$ cat config.mk
export PLATFORM = sky130hd
export DESIGN_NAME = ssvg_queue
export DESIGN_NICKNAME = d
export VERILOG_FILES = /design/src/hdl/ssvg_pkg.sv /design/src/hdl/ssvg_queue.sv
export SDC_FILE = /design/constraint.sdc
export NUM_CORES = 1
export LEC_CHECK = 0
export ABC_CLOCK_PERIOD_IN_PS = 3900
export BUFFER_PORTS_ARGS = -buffer_cell sky130_fd_sc_hd__buf_4
export CAP_MARGIN = 5
export CELL_PAD_IN_SITES_DETAIL_PLACEMENT = 1
export CELL_PAD_IN_SITES_GLOBAL_PLACEMENT = 2
export CORE_ASPECT_RATIO = 1.4
export CORE_UTILIZATION = 40
export CTS_BUF_LIST = sky130_fd_sc_hd__clkbuf_16
export CTS_CLUSTER_SIZE = 20
export DETAILED_ROUTE_END_ITERATION = 7
export GPL_ROUTABILITY_DRIVEN = 1
export PLACE_DENSITY = 0.88
export SYNTH_ARGS = -nofsm -noshare
export SYNTH_HDL_FRONTEND = slang
export SYNTH_SLANG_ARGS = --single-unit
$ cat constraint.sdc
create_clock -name i_clk -period 3.9 [get_ports i_clk]
set_input_delay 0.585 -clock i_clk [delete_from_list [all_inputs] [get_ports i_clk]]
set_output_delay 0.585 -clock i_clk [all_outputs]
set_load 0.01 [all_outputs]
$ cat src/hdl/ssvg_pkg.sv
`timescale 1ns / 1ps
// ----------------------------------------------------------------------------
// ssvg_pkg
// Shared types and constants of the sphere strip vertex generator.
// ----------------------------------------------------------------------------
package ssvg_pkg;

    localparam int PHASE_W  = 16;   // angle phase, 1/65536 turn
    localparam int CRD_W    = 16;   // center coordinate
    localparam int RAD_W    = 12;   // radius
    localparam int SEG_W    = 8;    // segment count
    localparam int POS_W    = 17;   // vertex position
    localparam int NORM_W   = 16;   // Q1.14 normal component
    localparam int VNUM_W   = 14;   // running vertex index
    localparam int TDATA_W  = 120;  // output beat, whole bytes
    localparam int PAD_W    = TDATA_W - 3 * POS_W - 3 * NORM_W - VNUM_W;

    localparam logic [PHASE_W-1:0] QUARTER_TURN = 16'h4000;
    localparam logic [NORM_W-1:0]  Q14_ONE      = 16'sd16384;

    // descriptor kinds
    localparam logic [1:0] KIND_NONE  = 2'd0;
    localparam logic [1:0] KIND_NORTH = 2'd1;
    localparam logic [1:0] KIND_SOUTH = 2'd2;
    localparam logic [1:0] KIND_BODY  = 2'd3;

    localparam int QUEUE_DEPTH = 2;
    localparam int QPTR_W      = 1;

    // one classified vertex request
    typedef struct packed {
        logic [1:0]         kind;
        logic [PHASE_W-1:0] zt;      // polar phase
        logic [PHASE_W-1:0] az;      // azimuth phase
        logic [VNUM_W-1:0]  vnum;
        logic               last;
    } t_desc;

    // sphere geometry used by the datapath
    typedef struct packed {
        logic signed [CRD_W-1:0] cx;
        logic signed [CRD_W-1:0] cy;
        logic signed [CRD_W-1:0] cz;
        logic [RAD_W-1:0]        radius;
    } t_geom;

endpackage

$ cat src/hdl/ssvg_queue.sv
`timescale 1ns / 1ps
// ----------------------------------------------------------------------------
// ssvg_queue
// Two-entry descriptor queue between the walk front and the datapath.
// ----------------------------------------------------------------------------
module ssvg_queue import ssvg_pkg::*; (
    input  logic  i_clk,
    input  logic  i_rst_n,
    input  logic  i_push,
    input  t_desc i_desc,
    output logic  o_ready,
    output logic  o_valid,
    output t_desc o_desc,
    input  logic  i_pop
);

    t_desc             r_mem [QUEUE_DEPTH];
    logic [QPTR_W-1:0] r_wr_ptr;
    logic [QPTR_W-1:0] r_rd_ptr;
    logic [QPTR_W:0]   r_count;
    logic [QPTR_W-1:0] n_wr_ptr;
    logic [QPTR_W-1:0] n_rd_ptr;
    logic [QPTR_W:0]   n_count;
    logic              w_push;
    logic              w_pop;

    assign o_ready = (r_count != (QPTR_W + 1)'(QUEUE_DEPTH));
    assign o_valid = (r_count != '0);
    assign o_desc  = r_mem[r_rd_ptr];
    assign w_push  = i_push && o_ready;
    assign w_pop   = i_pop && o_valid;

    always_comb begin
        n_wr_ptr = w_push ? (r_wr_ptr + 1'b1) : r_wr_ptr;
        n_rd_ptr = w_pop ? (r_rd_ptr + 1'b1) : r_rd_ptr;
        n_count  = r_count + (QPTR_W + 1)'(w_push) - (QPTR_W + 1)'(w_pop);
    end

    always_ff @(posedge i_clk) begin
        if (!i_rst_n) begin
            r_wr_ptr <= '0;
            r_rd_ptr <= '0;
            r_count  <= '0;
        end else begin
            r_wr_ptr <= n_wr_ptr;
            r_rd_ptr <= n_rd_ptr;
            r_count  <= n_count;
        end
    end

    always_ff @(posedge i_clk) begin
        if (w_push) begin
            r_mem[r_wr_ptr] <= i_desc;
        end
    end

endmodule

==> summary.txt <==
Worst setup path
  • Worst setup EP type: output pin
  • Worst-path fanout max: 26
  • CP Launch Type: flop
  • Most frequent CP cell: buf_4
  • CP required: roughly 3.3 ns
  • Slowest cell on crit path: dfxtp_2
  • Number of cells on the critical path: 3
  • Worst Path Class, Setup: flop to output pin
  • Crit-path cells: buf_4, mux2_2, buf_4
  • Buf+Inv Stages, Crit Path: 2
  • CP max stage delay: between 0.7 and 0.8 ns
  • CP top delay family: flip-flops
  • Worst reg-to-reg path cell count: 3
  • WP data arrival: 2.09 ns

Routing
  • Via count: ~2000
  • WL/cell: between 15 and 20 um
  • Final WL: 6870 um
  • 1st-pass router iterations: 6
  • Routed Antenna Nets: 0
  • Residual DRC: 6
  • 1st-iter DRT viols: around 140
  • Routed vias/inst: just under 5

Pwr
  • Psw: approximately 730 uW
  • Sw frac: about 23%
  • PD cells: about 620 nW/um^2
  • P_int: 2420 uW
  • Leak: around 0.0019 uW
  • Combinational power share: a little over a fifth
  • Sequential power share: between 40 and 50%
  • Worst vdd ir: around 0.36 mV
  • Clock share of power: 34.3%

Global routing
  • Gr ovfl total: 0
  • First-pass GRT wire length: approximately 11000 um
  • Pin count of the biggest net entering global routing: 50
  • Initial antenna violation count: 0
  • Number of global-route vias before repair: approximately 2200
  • Gr usage total: between 10% and 20%

Yosys
  • Largest family of logic cells by synthesized area: multiplexers
  • Post-synthesis mux area share: 15.6%
  • Fraction of the mapped netlist area in simple logic gates: 1.93%
  • Synth Area in Compound Gates: 1.40%
  • Gate Count Post-Synth: around 180
  • FF+latch count, synth: between 100 and 150
  • Synthesized net count: 235
  • Yosys Warn Count: 0
  • Mapped Area: 3830 sq um
  • Post-synthesis adder-cell area fraction: 0.326%
  • Synth Area per Inst: roughly 21 sq um
  • Netlist cell types: 25
  • Post-synthesis sequential area ratio: around four fifths
  • Synth Area in XOR/XNOR: less than 1%

Die
  • Starting Density: around two fifths
  • I/O pin total: 104
  • Die area: 9980 sq um
  • Core Area: about 9200 sq um
  • DIE WIDTH: between 80 and 90 um
  • Site Rows: 41
  • Die H: 118 um

Status
  • Status: finished with violations
  • Failing checks: DRC

STA
  • Worst slew margin: 27.7%
  • Final period util: approximately two thirds
  • RSZ-0062 raised after global routing: false
  • Worst hold slack: between 0.4 and 0.5 ns
  • Max Slew Vio Count: 0
  • Min Tclk post-route: about 2.7 ns
  • Worst-margin pin slew: between 1 and 1.5 ns
  • Peak Freq: between 300 and 400 MHz
  • Clock skew: between 0.006 and 0.007 ns
  • Setup violators final: 0
  • Fin. Hold Viols: 0
  • Setup TNS: 0 ns

Clocking
  • Sink Count: around 100
  • Total CTS buffers: 9
  • Clock Latency Late Sink: approximately 0.34 ns
  • CTS tree: done
  • H-tree lvl count: 3
  • CTS max path bufs: 2
  • Setup Buffers After CTS: 0
  • Cts repair resizes: 0
  • Root Buffer: clkbuf_16
  • Clock transition at the registers of the reported paths: 0.07 ns
  • CTS Hold Bufs: 0

Placed design
  • DP Wirelength: about 4600 um
  • Final estimated routing congestion in global placement: 0.641
  • Cell Area, Placed: ~4700 sq um
  • Port Buffers: ~100
  • Placed cells: 388

Finish
  • Post-route cell area: just over 5000 sq um
  • N_diodes: 0
  • Fillers: 864
  • Share of cells above drive strength 1: around three fifths
  • Post-Layout Cell Count: approximately 400
  • Commonest non-fill, non-tap cells in the layout: buf_4, edfxtp_1, mux2_2, mux2_4, clkbuf_16
  • Area grow syn2layout: 32.7%
  • # nets final: about 350
  • Most common cell after layout, fill and taps aside: buf_4

Hold path
  • Worst min path class: input port to flop
  • Worst hold stages: 1

Run
  • Max cap viols: 0
-- sequential cells by signal, summed over array words and instances (netlist names), named ones only --
name,count
r_wr_ptr,1
r_rd_ptr,1
r_count,2
r_mem,98
-- area by class of cell --
class,instances,area (sq um),area share (%)
clock buffer,9,225,4.43
inverter,1,3.75,0.0738
tap,107,134,2.63
clock inverter,7,143,2.80
sequential,103,3040,59.8
timing repair buffer,105,788,15.5
multi-input combinational,72,749,14.7
-- logic make-up after synthesis --
group           after synthesis
xor+xnor                      1
simple gates                 13
flops                       103
fa+ha+maj                     1
mux                          50
compound gates                7
buf+inv                       6
-- metrics by stage --
step                setup WS, ns  utilization (%)  power, uW
floorplan                   1.61                -       1800
global placement            1.55             51.4       2090
detailed placement          1.53             51.4       2110
CTS                         1.15             55.4       3190
global route                1.09             55.4       3260
finish                      1.22             55.4       3150
-- power groups by stage --
stage               logic, uW  clock network [uW]  registers, uW
global route              700                1130           1430
finish                    654                1080           1410
global placement          656                   0           1430
CTS                       669                1100           1420
floorplan                 401                   0           1400
detailed placement        667                   0           1440
-- path summary, 6_finish.rpt --
check / start / to / slack (ns)
worst max-delay path: flop / o_desc[17] / 1.22
worst min-delay path: i_desc[0] / r_mem[0][0]$_DFFE_PP_ / 0.42
worst max register to register: r_count[0]$_SDFF_PN0_ / r_mem[1][35]$_DFFE_PP_ / 1.76
worst min register to register: r_wr_ptr$_SDFFE_PN0P_ / r_wr_ptr$_SDFFE_PN0P_ / 0.59
-- cell usage after synthesis --
cell / n / area, sq um
edfxtp_1: 98 / 2940
mux2_2: 39 / 439
mux2_4: 10 / 150
dfxtp_1: 5 / 100
and2_1: 3 / 18.8
buf_2: 3 / 15.0
a21bo_1: 2 / 20.0
buf_6: 2 / 22.5
nand2b_1: 2 / 12.5
nor2_1: 2 / 7.51
a211oi_1: 1 / 7.51
a21boi_1: 1 / 7.51
a32oi_1: 1 / 8.76
and3_1: 1 / 6.26
ha_1: 1 / 12.5
inv_1: 1 / 3.75
mux2i_1: 1 / 10.0
nand2_1: 1 / 3.75
nand3_1: 1 / 5.00
nand3b_1: 1 / 7.51
nor2b_1: 1 / 6.26
o21ai_0: 1 / 5.00
o21ai_1: 1 / 5.00
or2_2: 1 / 6.26
xnor2_1: 1 / 8.76
-- per-layer routing --
layer	global-route usage, %	share of wire, %	wire length [um]	vias to the layer above
met2	26.5	56	3840	60
met1	14.9	37	2530	981
met3	3.86	4.9	339	12
li1	-	-	-	934
met5	0	0	0	-
met4	8.26	2.4	163	0
Power figures use the tool's default switching activity.
