==> src/hdl/ssvg_pkg.sv <==
`timescale 1ns / 1ps
// ----------------------------------------------------------------------------
// ssvg_pkg
// Shared types and constants of the sphere strip vertex generator.
// ----------------------------------------------------------------------------
package ssvg_pkg;

    localparam int PHASE_W  = 16;   // angle phase, 1/65536 turn
    localparam int CRD_W    = 16;   // center coordinate
    localparam int RAD_W    = 12;   // radius
    localparam int SEG_W    = 8;    // segment count
    localparam int POS_W    = 17;   // vertex position
    localparam int NORM_W   = 16;   // Q1.14 normal component
    localparam int VNUM_W   = 14;   // running vertex index
    localparam int TDATA_W  = 120;  // output beat, whole bytes
    localparam int PAD_W    = TDATA_W - 3 * POS_W - 3 * NORM_W - VNUM_W;

    localparam logic [PHASE_W-1:0] QUARTER_TURN = 16'h4000;
    localparam logic [NORM_W-1:0]  Q14_ONE      = 16'sd16384;

    // descriptor kinds
    localparam logic [1:0] KIND_NONE  = 2'd0;
    localparam logic [1:0] KIND_NORTH = 2'd1;
    localparam logic [1:0] KIND_SOUTH = 2'd2;
    localparam logic [1:0] KIND_BODY  = 2'd3;

    localparam int QUEUE_DEPTH = 2;
    localparam int QPTR_W      = 1;

    // one classified vertex request
    typedef struct packed {
        logic [1:0]         kind;
        logic [PHASE_W-1:0] zt;      // polar phase
        logic [PHASE_W-1:0] az;      // azimuth phase
        logic [VNUM_W-1:0]  vnum;
        logic               last;
    } t_desc;

    // sphere geometry used by the datapath
    typedef struct packed {
        logic signed [CRD_W-1:0] cx;
        logic signed [CRD_W-1:0] cy;
        logic signed [CRD_W-1:0] cz;
        logic [RAD_W-1:0]        radius;
    } t_geom;

endpackage

==> src/hdl/ssvg_front.sv <==
`timescale 1ns / 1ps
// ----------------------------------------------------------------------------
// ssvg_front
// Strip walk: takes requests, advances the vertex counters, emits descriptors.
// ----------------------------------------------------------------------------
module ssvg_front import ssvg_pkg::*; #(
    parameter int MAX_SEGMENTS = 128
) (
    input  logic               i_clk,
    input  logic               i_rst_n,
    input  logic               i_valid,
    input  logic               i_restart,
    input  logic               i_q_ready,
    input  logic [SEG_W-1:0]   i_segments,
    input  logic [PHASE_W-1:0] i_angle_step,
    output logic               o_ready,
    output logic               o_push,
    output t_desc              o_desc
);

    localparam int H_MAX     = MAX_SEGMENTS / 2;
    localparam int TOTAL_MAX = H_MAX * (4 * H_MAX - 2) - 1;
    localparam int CNT_W     = $clog2(TOTAL_MAX + 1);
    localparam int RING_W    = $clog2(H_MAX + 1);
    // phi = 2*step*strip wraps at one turn, so strip modulo 2^15 is enough
    localparam int STRIP_W   = 15;

    localparam logic [1:0] SEC_NORTH = 2'd0;
    localparam logic [1:0] SEC_DESC  = 2'd1;
    localparam logic [1:0] SEC_SOUTH = 2'd2;
    localparam logic [1:0] SEC_ASC   = 2'd3;

    logic [STRIP_W-1:0] r_strip, n_strip, e_strip;
    logic [RING_W-1:0]  r_ring, n_ring, e_ring;
    logic [1:0]         r_sec, n_sec, e_sec;
    logic               r_pair, n_pair, e_pair;
    logic [CNT_W-1:0]   r_cnt, n_cnt, e_cnt;
    logic               r_fin, n_fin, e_fin;

    logic                    w_seg_ok;
    logic [SEG_W-2:0]        w_h;
    logic [7:0]              w_h8;
    logic [15:0]             w_prod;
    logic [CNT_W-1:0]        w_total;
    logic                    w_none;
    logic                    w_last;
    logic [30:0]             w_phi_prod;
    logic [PHASE_W-1:0]      w_phi;
    logic [RING_W:0]         w_ring1;
    logic [PHASE_W-1:0]      w_zt;
    logic [PHASE_W-1:0]      w_az;
    logic [RING_W-1:0]       w_ring_inc;
    logic [31:0]             w_cnt32;
    t_desc                   w_desc;

    assign o_ready = i_q_ready;
    assign o_push  = i_valid && i_q_ready;
    assign o_desc  = w_desc;

    // list length for the current segment count
    assign w_seg_ok = (i_segments != '0) && !i_segments[0]
                   && ({1'b0, i_segments} <= 9'(MAX_SEGMENTS));
    assign w_h      = i_segments[SEG_W-1:1];
    assign w_h8     = 8'(w_h);
    assign w_prod   = 16'(w_h) * (16'({w_h, 2'b00}) - 16'd2);
    assign w_total  = w_seg_ok ? CNT_W'(w_prod - 16'd1) : '0;

    // state as seen by this request, after an optional restart
    assign e_strip = i_restart ? '0 : r_strip;
    assign e_ring  = i_restart ? '0 : r_ring;
    assign e_sec   = i_restart ? SEC_NORTH : r_sec;
    assign e_pair  = i_restart ? 1'b0 : r_pair;
    assign e_cnt   = i_restart ? '0 : r_cnt;
    assign e_fin   = i_restart ? 1'b0 : r_fin;

    assign w_none  = e_fin || (e_cnt >= w_total);
    assign w_last  = (({1'b0, e_cnt} + 1'b1) == {1'b0, w_total});
    assign w_cnt32 = 32'(e_cnt);

    // phases of this vertex
    assign w_phi_prod = 31'(i_angle_step) * 31'(e_strip);
    assign w_phi      = {w_phi_prod[14:0], 1'b0};
    assign w_ring1    = (RING_W + 1)'(e_ring) + 1'b1;
    assign w_zt       = 16'(i_angle_step * 16'(w_ring1));
    assign w_ring_inc = e_ring + 1'b1;

    always_comb begin
        if (e_pair) begin
            w_az = w_phi + i_angle_step;
        end else if (e_sec == SEC_DESC) begin
            w_az = w_phi;
        end else begin
            w_az = w_phi + {i_angle_step[14:0], 1'b0};
        end
    end

    always_comb begin
        w_desc      = '0;
        n_strip     = e_strip;
        n_ring      = e_ring;
        n_sec       = e_sec;
        n_pair      = e_pair;
        n_cnt       = e_cnt;
        n_fin       = 1'b1;
        if (!w_none) begin
            w_desc.zt   = w_zt;
            w_desc.az   = w_az;
            w_desc.vnum = w_cnt32[VNUM_W-1:0];
            w_desc.last = w_last;
            n_cnt       = e_cnt + 1'b1;
            n_fin       = w_last;
            unique case (e_sec)
                SEC_NORTH: begin
                    w_desc.kind = KIND_NORTH;
                    n_sec       = (w_h < 7'd2) ? SEC_SOUTH : SEC_DESC;
                    n_ring      = '0;
                    n_pair      = 1'b0;
                end
                SEC_DESC: begin
                    w_desc.kind = KIND_BODY;
                    if (!e_pair) begin
                        n_pair = 1'b1;
                    end else begin
                        n_pair = 1'b0;
                        n_ring = w_ring_inc;
                        if ((8'(w_ring_inc) + 8'd1) >= w_h8) begin
                            n_sec = SEC_SOUTH;
                        end
                    end
                end
                SEC_SOUTH: begin
                    w_desc.kind = KIND_SOUTH;
                    if (w_h < 7'd2) begin
                        n_strip = e_strip + 1'b1;
                        n_sec   = SEC_NORTH;
                        n_ring  = '0;
                    end else begin
                        n_sec  = SEC_ASC;
                        n_ring = RING_W'(w_h8 - 8'd2);
                        n_pair = 1'b0;
                    end
                end
                default: begin
                    w_desc.kind = KIND_BODY;
                    if (!e_pair) begin
                        n_pair = 1'b1;
                    end else begin
                        n_pair = 1'b0;
                        if (e_ring == '0) begin
                            n_strip = e_strip + 1'b1;
                            n_sec   = SEC_NORTH;
                        end else begin
                            n_ring = e_ring - 1'b1;
                        end
                    end
                end
            endcase
        end
    end

    always_ff @(posedge i_clk) begin
        if (!i_rst_n) begin
            r_strip <= '0;
            r_ring  <= '0;
            r_sec   <= SEC_NORTH;
            r_pair  <= 1'b0;
            r_cnt   <= '0;
            r_fin   <= 1'b1;
        end else if (o_push) begin
            r_strip <= n_strip;
            r_ring  <= n_ring;
            r_sec   <= n_sec;
            r_pair  <= n_pair;
            r_cnt   <= n_cnt;
            r_fin   <= n_fin;
        end
    end

`ifndef SYNTHESIS
    a_fin_gives_none: assert property (@(posedge i_clk) disable iff (!i_rst_n)
        (o_push && !i_restart && r_fin) |-> (o_desc.kind == KIND_NONE))
        else $error("request after end of list produced a vertex");

    a_last_sets_fin: assert property (@(posedge i_clk) disable iff (!i_rst_n)
        (o_push && o_desc.last) |=> r_fin)
        else $error("walk not finished after last vertex");

    a_pair_in_body: assert property (@(posedge i_clk) disable iff (!i_rst_n)
        r_pair |-> (r_sec == SEC_DESC || r_sec == SEC_ASC))
        else $error("pair member set outside ring sections");
`endif

endmodule

==> config.mk <==
export PLATFORM = sky130hd
export DESIGN_NAME = ssvg_front
export DESIGN_NICKNAME = d
export VERILOG_FILES = /design/src/hdl/ssvg_pkg.sv /design/src/hdl/ssvg_front.sv
export SDC_FILE = /design/constraint.sdc
export NUM_CORES = 1
export LEC_CHECK = 0
export BUFFER_PORTS_ARGS = -buffer_cell sky130_fd_sc_hd__buf_4
export CAP_MARGIN = 25
export CORE_ASPECT_RATIO = 1.5
export CORE_MARGIN = 4
export CORE_UTILIZATION = 32
export CTS_BUF_LIST = sky130_fd_sc_hd__clkbuf_16
export CTS_CLUSTER_SIZE = 8
export DETAILED_ROUTE_END_ITERATION = 8
export HOLD_SLACK_MARGIN = 0.06
export PLACE_DENSITY = 0.48
export SETUP_SLACK_MARGIN = 0.4
export SYNTH_ARGS = -nofsm -noshare
export SYNTH_HDL_FRONTEND = slang
export SYNTH_SLANG_ARGS = --single-unit
==> constraint.sdc <==
create_clock -name i_clk -period 12.7 [get_ports i_clk]
set_input_delay 2.54 -clock i_clk [delete_from_list [all_inputs] [get_ports i_clk]]
set_output_delay 2.54 -clock i_clk [all_outputs]
set_load 0.02 [all_outputs]
==> flow_summary.ini, run 1 <==
[outcome]
status = finished, final reports clean

[setup_path]
path_buf_inv = 6
crit_required_ps = 10160
critical-path-top-delay-family = adder cells
max_stage_delay_ps = 590
path_class = in -> out
cp_slowest_cell = fa_1
path_max_fanout = 13
end_kind = primary output
critPathArrivalTime_ps = 9400
start_kind = input port

[clock_tree]
cts_root_buf = clkbuf_16
clk_pin_slew_ps = 70
cts_made_buffers = 5
cts_sinks = 40
clockBufferDepth = 2
clk_latency_ps = 300
htree_levels = 2
cts_tree = built

[global_routing]
grt_pass1_vias = 13050
grt_pass1_wl_um = 70910
antenna_found_initial = 0
grt_use_total_pct = 18.61
overflow = 0
grt_max_degree = 43

[pwr]
p_comb_share_pct = 79.1
vdd_ir_drop_max_mv = 0.1882
power_frac_clock_pct = 11.2
p_switching_mw = 0.7421
intPower_mw = 0.6325
swShare_pct = 53.98
seqPwrFrac_pct = 9.7
power_leakage_nw = 7.449
powerDensity_mw_per_mm2 = 88.28

[floorplan]
floorplan.die_area_mm2 = 0.04750
rows = 93
start_util_pct = 32.54
die_x_um = 179.3
core_area_mm2 = 0.04329
io_pins = 80
die_h_um = 264.9

[sta]
tns_ps = 0
max_freq_mhz = 83.76
worstMarginPinSlew_ps = 802.2
whs_ps = 500.3
drv_slew = 0
rsz0062_at_grt = true
min_period_over_period_pct = 94.00
relSlewSlack_pct = 46.39
fin_skew_ps = 4.331
hold_violations = 0
min_period_ps = 11940
finalSetupViolations = 0

[min_path]
hold_path_class = reg -> reg

[synthesis]
synth_seq_area_share_pct = 5.686
synthFlopType = dfxtp_1
synth_cell_types = 87
syn-num-nets = 2154
synth-edff-count = 0
synthArstFlopShare_pct = 0
syn_area_mm2 = 0.01408
synthCells = 1805
synth_warnings = 0
synth_area_per_cell_um2 = 7.802
yosys_register_bits = 40

[detailed_routing]
routed_wl_um = 44050
viasPerCell = 5.128
vias = 12380
final_antenna_net_count = 0
drc = 0
drt_iter0_drc = 551
drt_pass1_iterations = 6
routedWlPerCell_um = 18.25

[layout]
final_cells = 2414
fin_area_mm2 = 0.01557
fill_cells = 4675
antenna_cells = 0
multi_input_area_mm2 = 0.01201
area_growth_pct = 10.56
drive_gt1_share_pct = 9.544
seq_area_um2 = 800.8
nNetsFinal = 2192

[placed_design]
portBuffers = 79
place_congestion = 0.8664
dpl.cell_count = 2397
hpwl_um = 35630
placed_cell_area_mm2 = 0.01527

[job]
maxCapViolCount = 0
metal layers:
| layer | track usage, % | vias up | part of all wire, % |
|---|---|---|---|
| met5 | 0 | - | 0 |
| met4 | 5.150 | 0 | 2.7 |
| met3 | 1.127 | 48 | 2.2 |
| met2 | 36.38 | 180 | 55 |
| met1 | 21.44 | 6157 | 40 |
| li1 | - | 5995 | - |
final timing paths:
kind / startpoint / end / slack [ps] / cells after the start
hold reg to reg: r_strip[7] / r_strip[7] / 500 / 2
setup reg to reg: r_ring[0] / r_sec[1] / 8870 / 13
setup / recovery: i_segments[2] / o_desc[15] / 760 / 29
hold / removal: r_strip[7] / r_strip[7] / 500 / 2
kinds of logic (layout without fill, tap and decap cells):
kind of cell	count (synthesis)	after routing	synth area share, %
other	1	1	0.02663
XOR/XNOR	129	129	8.218
flip-flops	40	40	5.686
adder cells (fa/ha/maj)	320	320	37.54
AND/OR/NAND/NOR	668	668	24.53
multiplexers	7	7	0.5064
buffers and inverters	345	384	9.524
AO/OA/AOI/OAI	295	295	13.97
power groups by stage:
stage	registers, mW	logic, mW	clock network, mW
after floorplan	0.132	0.710	0
after global placement	0.136	1.08	0
after detailed placement	0.136	1.08	0
after CTS	0.133	1.09	0.158
after global routing	0.134	1.20	0.160
final	0.133	1.09	0.154
worst min-delay path, stage by stage, from the launching register on:
cell     delay, ps
dfxtp_1        320
nand4_1         60
o21ai_0         70
metrics by stage:
stage	utilization, %	worst slack (ps)	power, mW
6_report	35.97	761.8	1.375
5_1_grt	35.97	390.1	1.495
4_1_cts	35.66	461.4	1.378
3_5_place_dp	35.27	478.7	1.217
3_3_place_gp	35.27	564.9	1.213
2_1_floorplan	-	438.9	0.8425
cell usage after synthesis, types with 4 or more instances:
master	n	share of area (%)
nand2_1	181	4.8
clkbuf_1	73	1.9
a21oi_1	63	2.2
nand2b_1	24	1.1
a31oi_1	10	0.44
nand3b_1	9	0.48
nor3b_1	5	0.27
o2111ai_1	6	0.37
a41oi_1	5	0.31
nor4_1	6	0.27
xnor2_1	89	5.5
buf_2	7	0.25
or3_1	8	0.36
o211ai_1	17	0.91
nand3_1	49	1.7
nand4_1	13	0.58
nor2_1	121	3.2
fa_1	171	24
buf_4	4	0.21
xor2_1	38	2.4
o21a_1	9	0.48
o22ai_1	8	0.36
dfxtp_1	40	5.7
mux2i_1	6	0.43
and3_1	23	1.0
a31o_2	4	0.25
a22oi_1	14	0.75
o21ai_1	4	0.14
nor3_1	34	1.2
o21bai_1	7	0.37
or2_2	5	0.22
o221ai_1	4	0.25
and2_1	127	5.6
a211oi_1	22	1.2
a21o_1	19	1.0
a2bb2oi_1	4	0.25
ha_1	149	13
o21ai_0	64	2.3
nor2b_1	37	1.6
inv_1	249	6.6
registers in the layout (all words and copies together) (netlist names):
| name | count |
|---|---|
| r_sec | 2 |
| r_pair | 1 |
| r_ring | 7 |
| r_fin | 1 |
| r_cnt | 14 |
| r_strip | 15 |
area by class of cell:
type / count / share of cell area, %
multi-input cells: 1420 / 77.12
flip-flops and latches: 40 / 5.143
inverters: 255 / 6.195
repair buffers: 121 / 5.882
well taps: 570 / 4.580
clock buffers: 5 / 0.8035
clock inverters: 3 / 0.2732
repair_timing:
action                     CTS  global route
buffers inserted             0             9
resized for setup            0            15
setup endpoints to repair    0            49
hold buffers                 0             0
cell usage in the layout, fill, tap and decap left out, types with 19 or more instances in the layout:
cell type	Yosys	layout
nand2_1	181	181
nor3_1	34	34
buf_4	4	119
nand2b_1	24	24
ha_1	149	149
xor2_1	38	37
o21ai_0	64	63
and2_1	127	127
xnor2_1	89	89
inv_1	249	247
nand3_1	49	49
dfxtp_1	40	40
and3_1	23	23
a21oi_1	63	62
a211oi_1	22	19
fa_1	171	171
a21o_1	19	19
nor2_1	121	120
nor2b_1	37	37
No activity file was read; power rests on OpenSTA's default activity.
==> run 2, diff against run 1 <==
==> constraint.sdc (replaced) <==
create_clock -name i_clk -period 12.7 [get_ports i_clk]
set_input_delay 0.635 -clock i_clk [delete_from_list [all_inputs] [get_ports i_clk]]
set_output_delay 0.635 -clock i_clk [all_outputs]
set_load 0.02 [all_outputs]
==> run 2 against run 1 <==
  * Setup slack better by 2600 ps
  * Via count is essentially flat
  * Sequential power about the same
  * Worst hold slack improved by 3.9 ps
  * Clock power decreased by 4%
  * Critical endpoint unchanged
  * Largest cell class unchanged
==> flow_summary.ini, run 2 (synthesis results as in run 1) <==
[pwr]
powerDensity_mw_per_mm2 = 87.04
swShare_pct = 54.37
power_frac_clock_pct = 11.1
power_leakage_nw = 7.325
p_comb_share_pct = 78.8
intPower_mw = 0.6083
seqPwrFrac_pct = 10.0
total_power_mw = 1.333
p_switching_mw = 0.7248
vdd_ir_drop_max_mv = 0.1850

[global_routing]
grt_max_degree = 50
gr-usage-met1_pct = 21.26
grt_use_met2_pct = 36.28
antenna_found_initial = 0
grt_use_total_pct = 18.66
grt_pass1_vias = 13123
top_usage_layer = met2
grt_util_met3_pct = 0.7275
overflow = 0
grt_pass1_wl_um = 70880

[sta]
rsz0062_at_grt = false
min_period_over_period_pct = 73.49
drv_slew = 0
final.setup.worst_slack_ps = 3367
worstMarginPinSlew_ps = 941.3
max_freq_mhz = 107.1
fin_skew_ps = 9.384
hold_violations = 0
tns_ps = 0
relSlewSlack_pct = 37.24
finalSetupViolations = 0
min_period_ps = 9333

[placed_design]
place_congestion = 0.8503
portBuffers = 79
hpwl_um = 35370
place_ws_ps = 3370
dpl.cell_count = 2382

[clock_tree]
cts_tree = built
cts_made_buffers = 5
cts_sinks = 40
clk_latency_ps = 300
cts_root_buf = clkbuf_16
postCtsHoldBufs = 0
clk_pin_slew_ps = 60
post_cts_resized = 0
htree_levels = 2
cts_setup_buffers = 0
clockBufferDepth = 2

[setup_path]
end_kind = primary output
start_kind = input port
r2r_end = r_sec[1]
cp_slowest_cell = nor3b_1
critical-path-top-delay-family = adder cells
max_stage_delay_ps = 560
path_max_fanout = 25
critPathArrivalTime_ps = 8700
reg2reg_slack_ps = 8170
crit_required_ps = 12060
path_class = in -> out
r2r_cells = 15
path_buf_inv = 8
r2r_start = r_ring[0]

[layout]
final_cells = 2390
seq_area_um2 = 800.8
largest_reg_flops = 15
final_common_cell = inv_1
final_cell_mix = 250 x inv_1, 181 x nand2_1, 171 x fa_1
multi_input_area_mm2 = 0.01195
fill_cells = 4699
nNetsFinal = 2168
antenna_cells = 0
largestRegisters = r_strip: 15 flops, r_cnt: 14 flops, r_ring: 7 flops
drive_gt1_share_pct = 7.582
utilization_pct = 35.38
largest_register = r_strip
area_growth_pct = 8.751

[min_path]
whs_path_depth = 2
min_from = r_strip[2]
hold_path_class = reg -> reg
min_to = r_strip[2]

[floorplan]
floorplan.die_area_mm2 = 0.04750
die_h_um = 264.9
io_pins = 80
start_util_pct = 32.54
rows = 93
core_area_mm2 = 0.04329
die_x_um = 179.3

[detailed_routing]
final_antenna_net_count = 0
viasPerCell = 5.179
vias = 12379
drt_iter0_drc = 487
drc = 0
routedWlPerCell_um = 18.35
routed_wl_um = 43870
drt_pass1_iterations = 5

[job]
maxCapViolCount = 0

[outcome]
status = finished, final reports clean
run 2: worst max path at each step:
| stage | start | to | slack, ps | cells after the start |
|---|---|---|---|---|
| floorplan | i_restart | o_desc[30] | 4170 | 33 |
| global placement | i_segments[2] | o_desc[15] | 3550 | 29 |
| detailed placement | i_segments[3] | o_desc[15] | 3370 | 29 |
| CTS | i_segments[3] | o_desc[15] | 3360 | 29 |
| global route | i_segments[3] | o_desc[15] | 2900 | 30 |
| finish | i_segments[3] | o_desc[15] | 3370 | 30 |
run 2: worst reg2reg max path, cell delays in order, from the launching register on:
cell	delay, ps
dfxtp_1	500
nand2b_1	580
inv_1	370
ha_1	330
nand3_1	120
xor2_1	180
nor2_1	420
nand3_1	200
xnor2_1	180
ha_1	290
a21oi_1	130
o21ai_0	110
a211oi_1	590
a21oi_1	160
a22oi_1	190
nor2_1	50
run 2: layout make-up:
| cell class | count | share of cell area (%) |
|---|---|---|
| flip-flops and latches | 40 | 5.228 |
| clock inverters | 3 | 0.2532 |
| well taps | 570 | 4.656 |
| repair buffers | 97 | 4.755 |
| multi-input cells | 1420 | 78.04 |
| clock buffers | 5 | 0.8169 |
| inverters | 255 | 6.250 |
run 2: per-stage QoR:
step                area [um^2]  hold WS, ps
floorplan                 14080        456.5
global placement          15140        490.0
detailed placement        15150        497.5
CTS                       15320        506.8
global route              15320        513.6
finish                    15320        504.1
run 2: layer usage:
layer | wire, um | share of wire (%)
met1 | 17320 | 39
met2 | 24170 | 55
met3 | 779 | 1.8
met4 | 1604 | 3.7
met5 | 0 | 0
run 2: power by group through the flow:
| stage | clock (mW) | combinational [mW] | sequential (mW) |
|---|---|---|---|
| 2_1_floorplan | 0 | 0.709 | 0.132 |
| 3_3_place_gp | 0 | 1.06 | 0.137 |
| 4_1_cts | 0.152 | 1.07 | 0.134 |
| 6_report | 0.148 | 1.05 | 0.134 |
| 5_1_grt | 0.156 | 1.17 | 0.134 |
| 3_5_place_dp | 0 | 1.06 | 0.136 |
==> run 3, diff against run 2 <==
==> constraint.sdc (replaced) <==
create_clock -name i_clk -period 8.7 [get_ports i_clk]
set_input_delay 0.435 -clock i_clk [delete_from_list [all_inputs] [get_ports i_clk]]
set_output_delay 0.435 -clock i_clk [all_outputs]
set_load 0.02 [all_outputs]
==> run 3 against run 2 <==
  * Setup slack worse by 2600 ps
  * Design area up 0.62%
  * Critical path type is now reg -> out
  * Sequential power up 46%
  * Global-route usage down 0.23 points
  * Critical path depth down 3
  * Critical endpoint is now o_desc[30]
  * Flip-flop and latch count unchanged
  * Power up 45%
  * Clock power up 27%
  * Wire length down 0.88%
  * Die area unchanged
  * Non-clock buffer count up 12
==> flow_summary.ini, run 3 (synthesis results as in run 1) <==
[clock_tree]
cts_tree = built
clk_pin_slew_ps = 70
clockBufferDepth = 2
cts_root_buf = clkbuf_16
postCtsHoldBufs = 0
cts_made_buffers = 5
cts_sinks = 40
clk_latency_ps = 300
htree_levels = 2

[placed_design]
portBuffers = 79
hpwl_um = 34970
place_congestion = 0.8565

[layout]
antenna_cells = 0
final_cell_mix = 250 x inv_1, 181 x nand2_1, 171 x fa_1
area_growth_pct = 9.426
largest_reg_flops = 15
largestRegisters = r_strip: 15 flops, r_cnt: 14 flops, r_ring: 7 flops
final_common_cell = inv_1
nNetsFinal = 2180
drive_gt1_share_pct = 8.461
largest_register = r_strip

[global_routing]
antenna_found_initial = 0
grt_max_degree = 43
grt_use_total_pct = 18.44
grt_pass1_wl_um = 70280
overflow = 0
grt_pass1_vias = 12911

[pwr]
intPower_mw = 0.8758
p_switching_mw = 1.057
power_leakage_nw = 7.380
seqPwrFrac_pct = 10.1
p_comb_share_pct = 80.1
swShare_pct = 54.68
power_frac_clock_pct = 9.7
powerDensity_mw_per_mm2 = 125.4
vdd_ir_drop_max_mv = 0.3111
total_power_mw = 1.932

[outcome]
status = finished, final reports clean

[sta]
tns_ps = 0
relSlewSlack_pct = 51.56
min_period_ps = 7917
fin_skew_ps = 9.721
rsz0062_at_grt = false
worstMarginPinSlew_ps = 722.2
finalSetupViolations = 0
drv_slew = 0
hold_violations = 0
min_period_over_period_pct = 91.00
max_freq_mhz = 126.3

[floorplan]
start_util_pct = 32.54
rows = 93
io_pins = 80
die_h_um = 264.9
core_area_mm2 = 0.04329
floorplan.die_area_mm2 = 0.04750
die_x_um = 179.3

[setup_path]
r2r_start = r_ring[0]
r2r_cells = 13
r2r_end = r_sec[0]
reg2reg_slack_ps = 4760
end_kind = primary output
path_max_fanout = 6
crit_path_start = r_strip[8]
worstSetupEndpoint = o_desc[30]
start_kind = flip-flop
crit_required_ps = 8270
path_class = reg -> out
critPathArrivalTime_ps = 7480

[detailed_routing]
drt_iter0_drc = 561
final_antenna_net_count = 0
routed_wl_um = 43480
vias = 12378
routedWlPerCell_um = 18.10
viasPerCell = 5.153
drc = 0
drt_pass1_iterations = 5

[min_path]
min_from = r_strip[7]
hold_path_class = reg -> reg
whs_path_depth = 2

[job]
maxCapViolCount = 0
==> run 3: cell count changes in the layout (fill, tap and decap cells not counted), sizes merged <==
cell and delta:
clkinvlp +1, buf +12, bufinv -1
==> run 3: per-stage QoR <==
stage / utilization [%] / std cells / hold slack [ps] / worst slack, ps / cell area, um^2
after detailed placement: 35.21 / 2394 / 486.1 / 625.2 / 15240
after global placement: 35.21 / 2394 / 486.7 / 758.3 / 15240
after global routing: 35.60 / 2402 / 535.4 / 413.3 / 15410
final: 35.60 / 2402 / 497.0 / 782.8 / 15410
after floorplan: - / 1805 / 456.5 / 571.0 / 14080
after CTS: 35.54 / 2402 / 495.8 / 608.3 / 15380
==> run 3: power by group through the flow <==
| stage | Sequential, mW | Combinational (mW) | Clock (mW) |
|---|---|---|---|
| 2_1_floorplan | 0.193 | 1.04 | 0 |
| 3_3_place_gp | 0.200 | 1.55 | 0 |
| 3_5_place_dp | 0.199 | 1.56 | 0 |
| 4_1_cts | 0.195 | 1.57 | 0.192 |
| 5_1_grt | 0.196 | 1.72 | 0.196 |
| 6_report | 0.195 | 1.55 | 0.188 |
==> run 3: worst max-delay path, stage by stage, from the launching register on <==
cell,delay [ps]
dfxtp_1,470
nor2b_1,570
nand2_1,170
fa_1,550
inv_1,50
fa_1,430
fa_1,540
inv_1,60
fa_1,500
inv_1,60
fa_1,540
inv_1,60
fa_1,530
inv_1,60
ha_1,350
a21o_1,170
a31o_2,210
xor2_1,140
buf_4,150
ha_1,310
a21oi_1,190
nand2_1,60
o21a_1,200
xnor2_1,130
o22ai_1,230
xnor2_1,110
nor2_1,160
buf_4,170
==> run 3: what timing repair did <==
| action | 4_1_cts | 5_1_grt |
|---|---|---|
| setup endpoints to repair | 0 | 43 |
| gates resized for setup | 0 | 7 |
| buffers inserted | 0 | 0 |
==> run 3: area by class of cell <==
| type | count | area (um^2) |
|---|---|---|
| Clock buffer | 5 | 125.1 |
| Clock inverter | 3 | 15.01 |
| Fill cell | 4701 | 27880 |
| Inverter | 255 | 957.2 |
| Multi-Input combinational cell | 1420 | 11980 |
| Sequential cell | 40 | 800.8 |
| Tap cell | 570 | 713.2 |
| Timing Repair Buffer | 109 | 822.0 |
==> run 3: how the worst min path moves through the flow <==
stage / end / slack, ps
2_1_floorplan: r_strip[7] / 460
3_3_place_gp: r_strip[7] / 490
3_5_place_dp: r_strip[7] / 490
4_1_cts: r_strip[7] / 500
5_1_grt: r_strip[7] / 540
6_report: r_strip[7] / 500
==> run 3: per-layer routing <==
metal | up-vias | wire (um) | GRT usage (%) | share of wire [%]
met5 | - | 0 | 0 | 0
met4 | 0 | 1117 | 5.027 | 2.6
met3 | 45 | 1023 | 0.7989 | 2.4
met2 | 225 | 23810 | 35.52 | 55
met1 | 6131 | 17530 | 21.91 | 40
li1 | 5977 | - | - | -
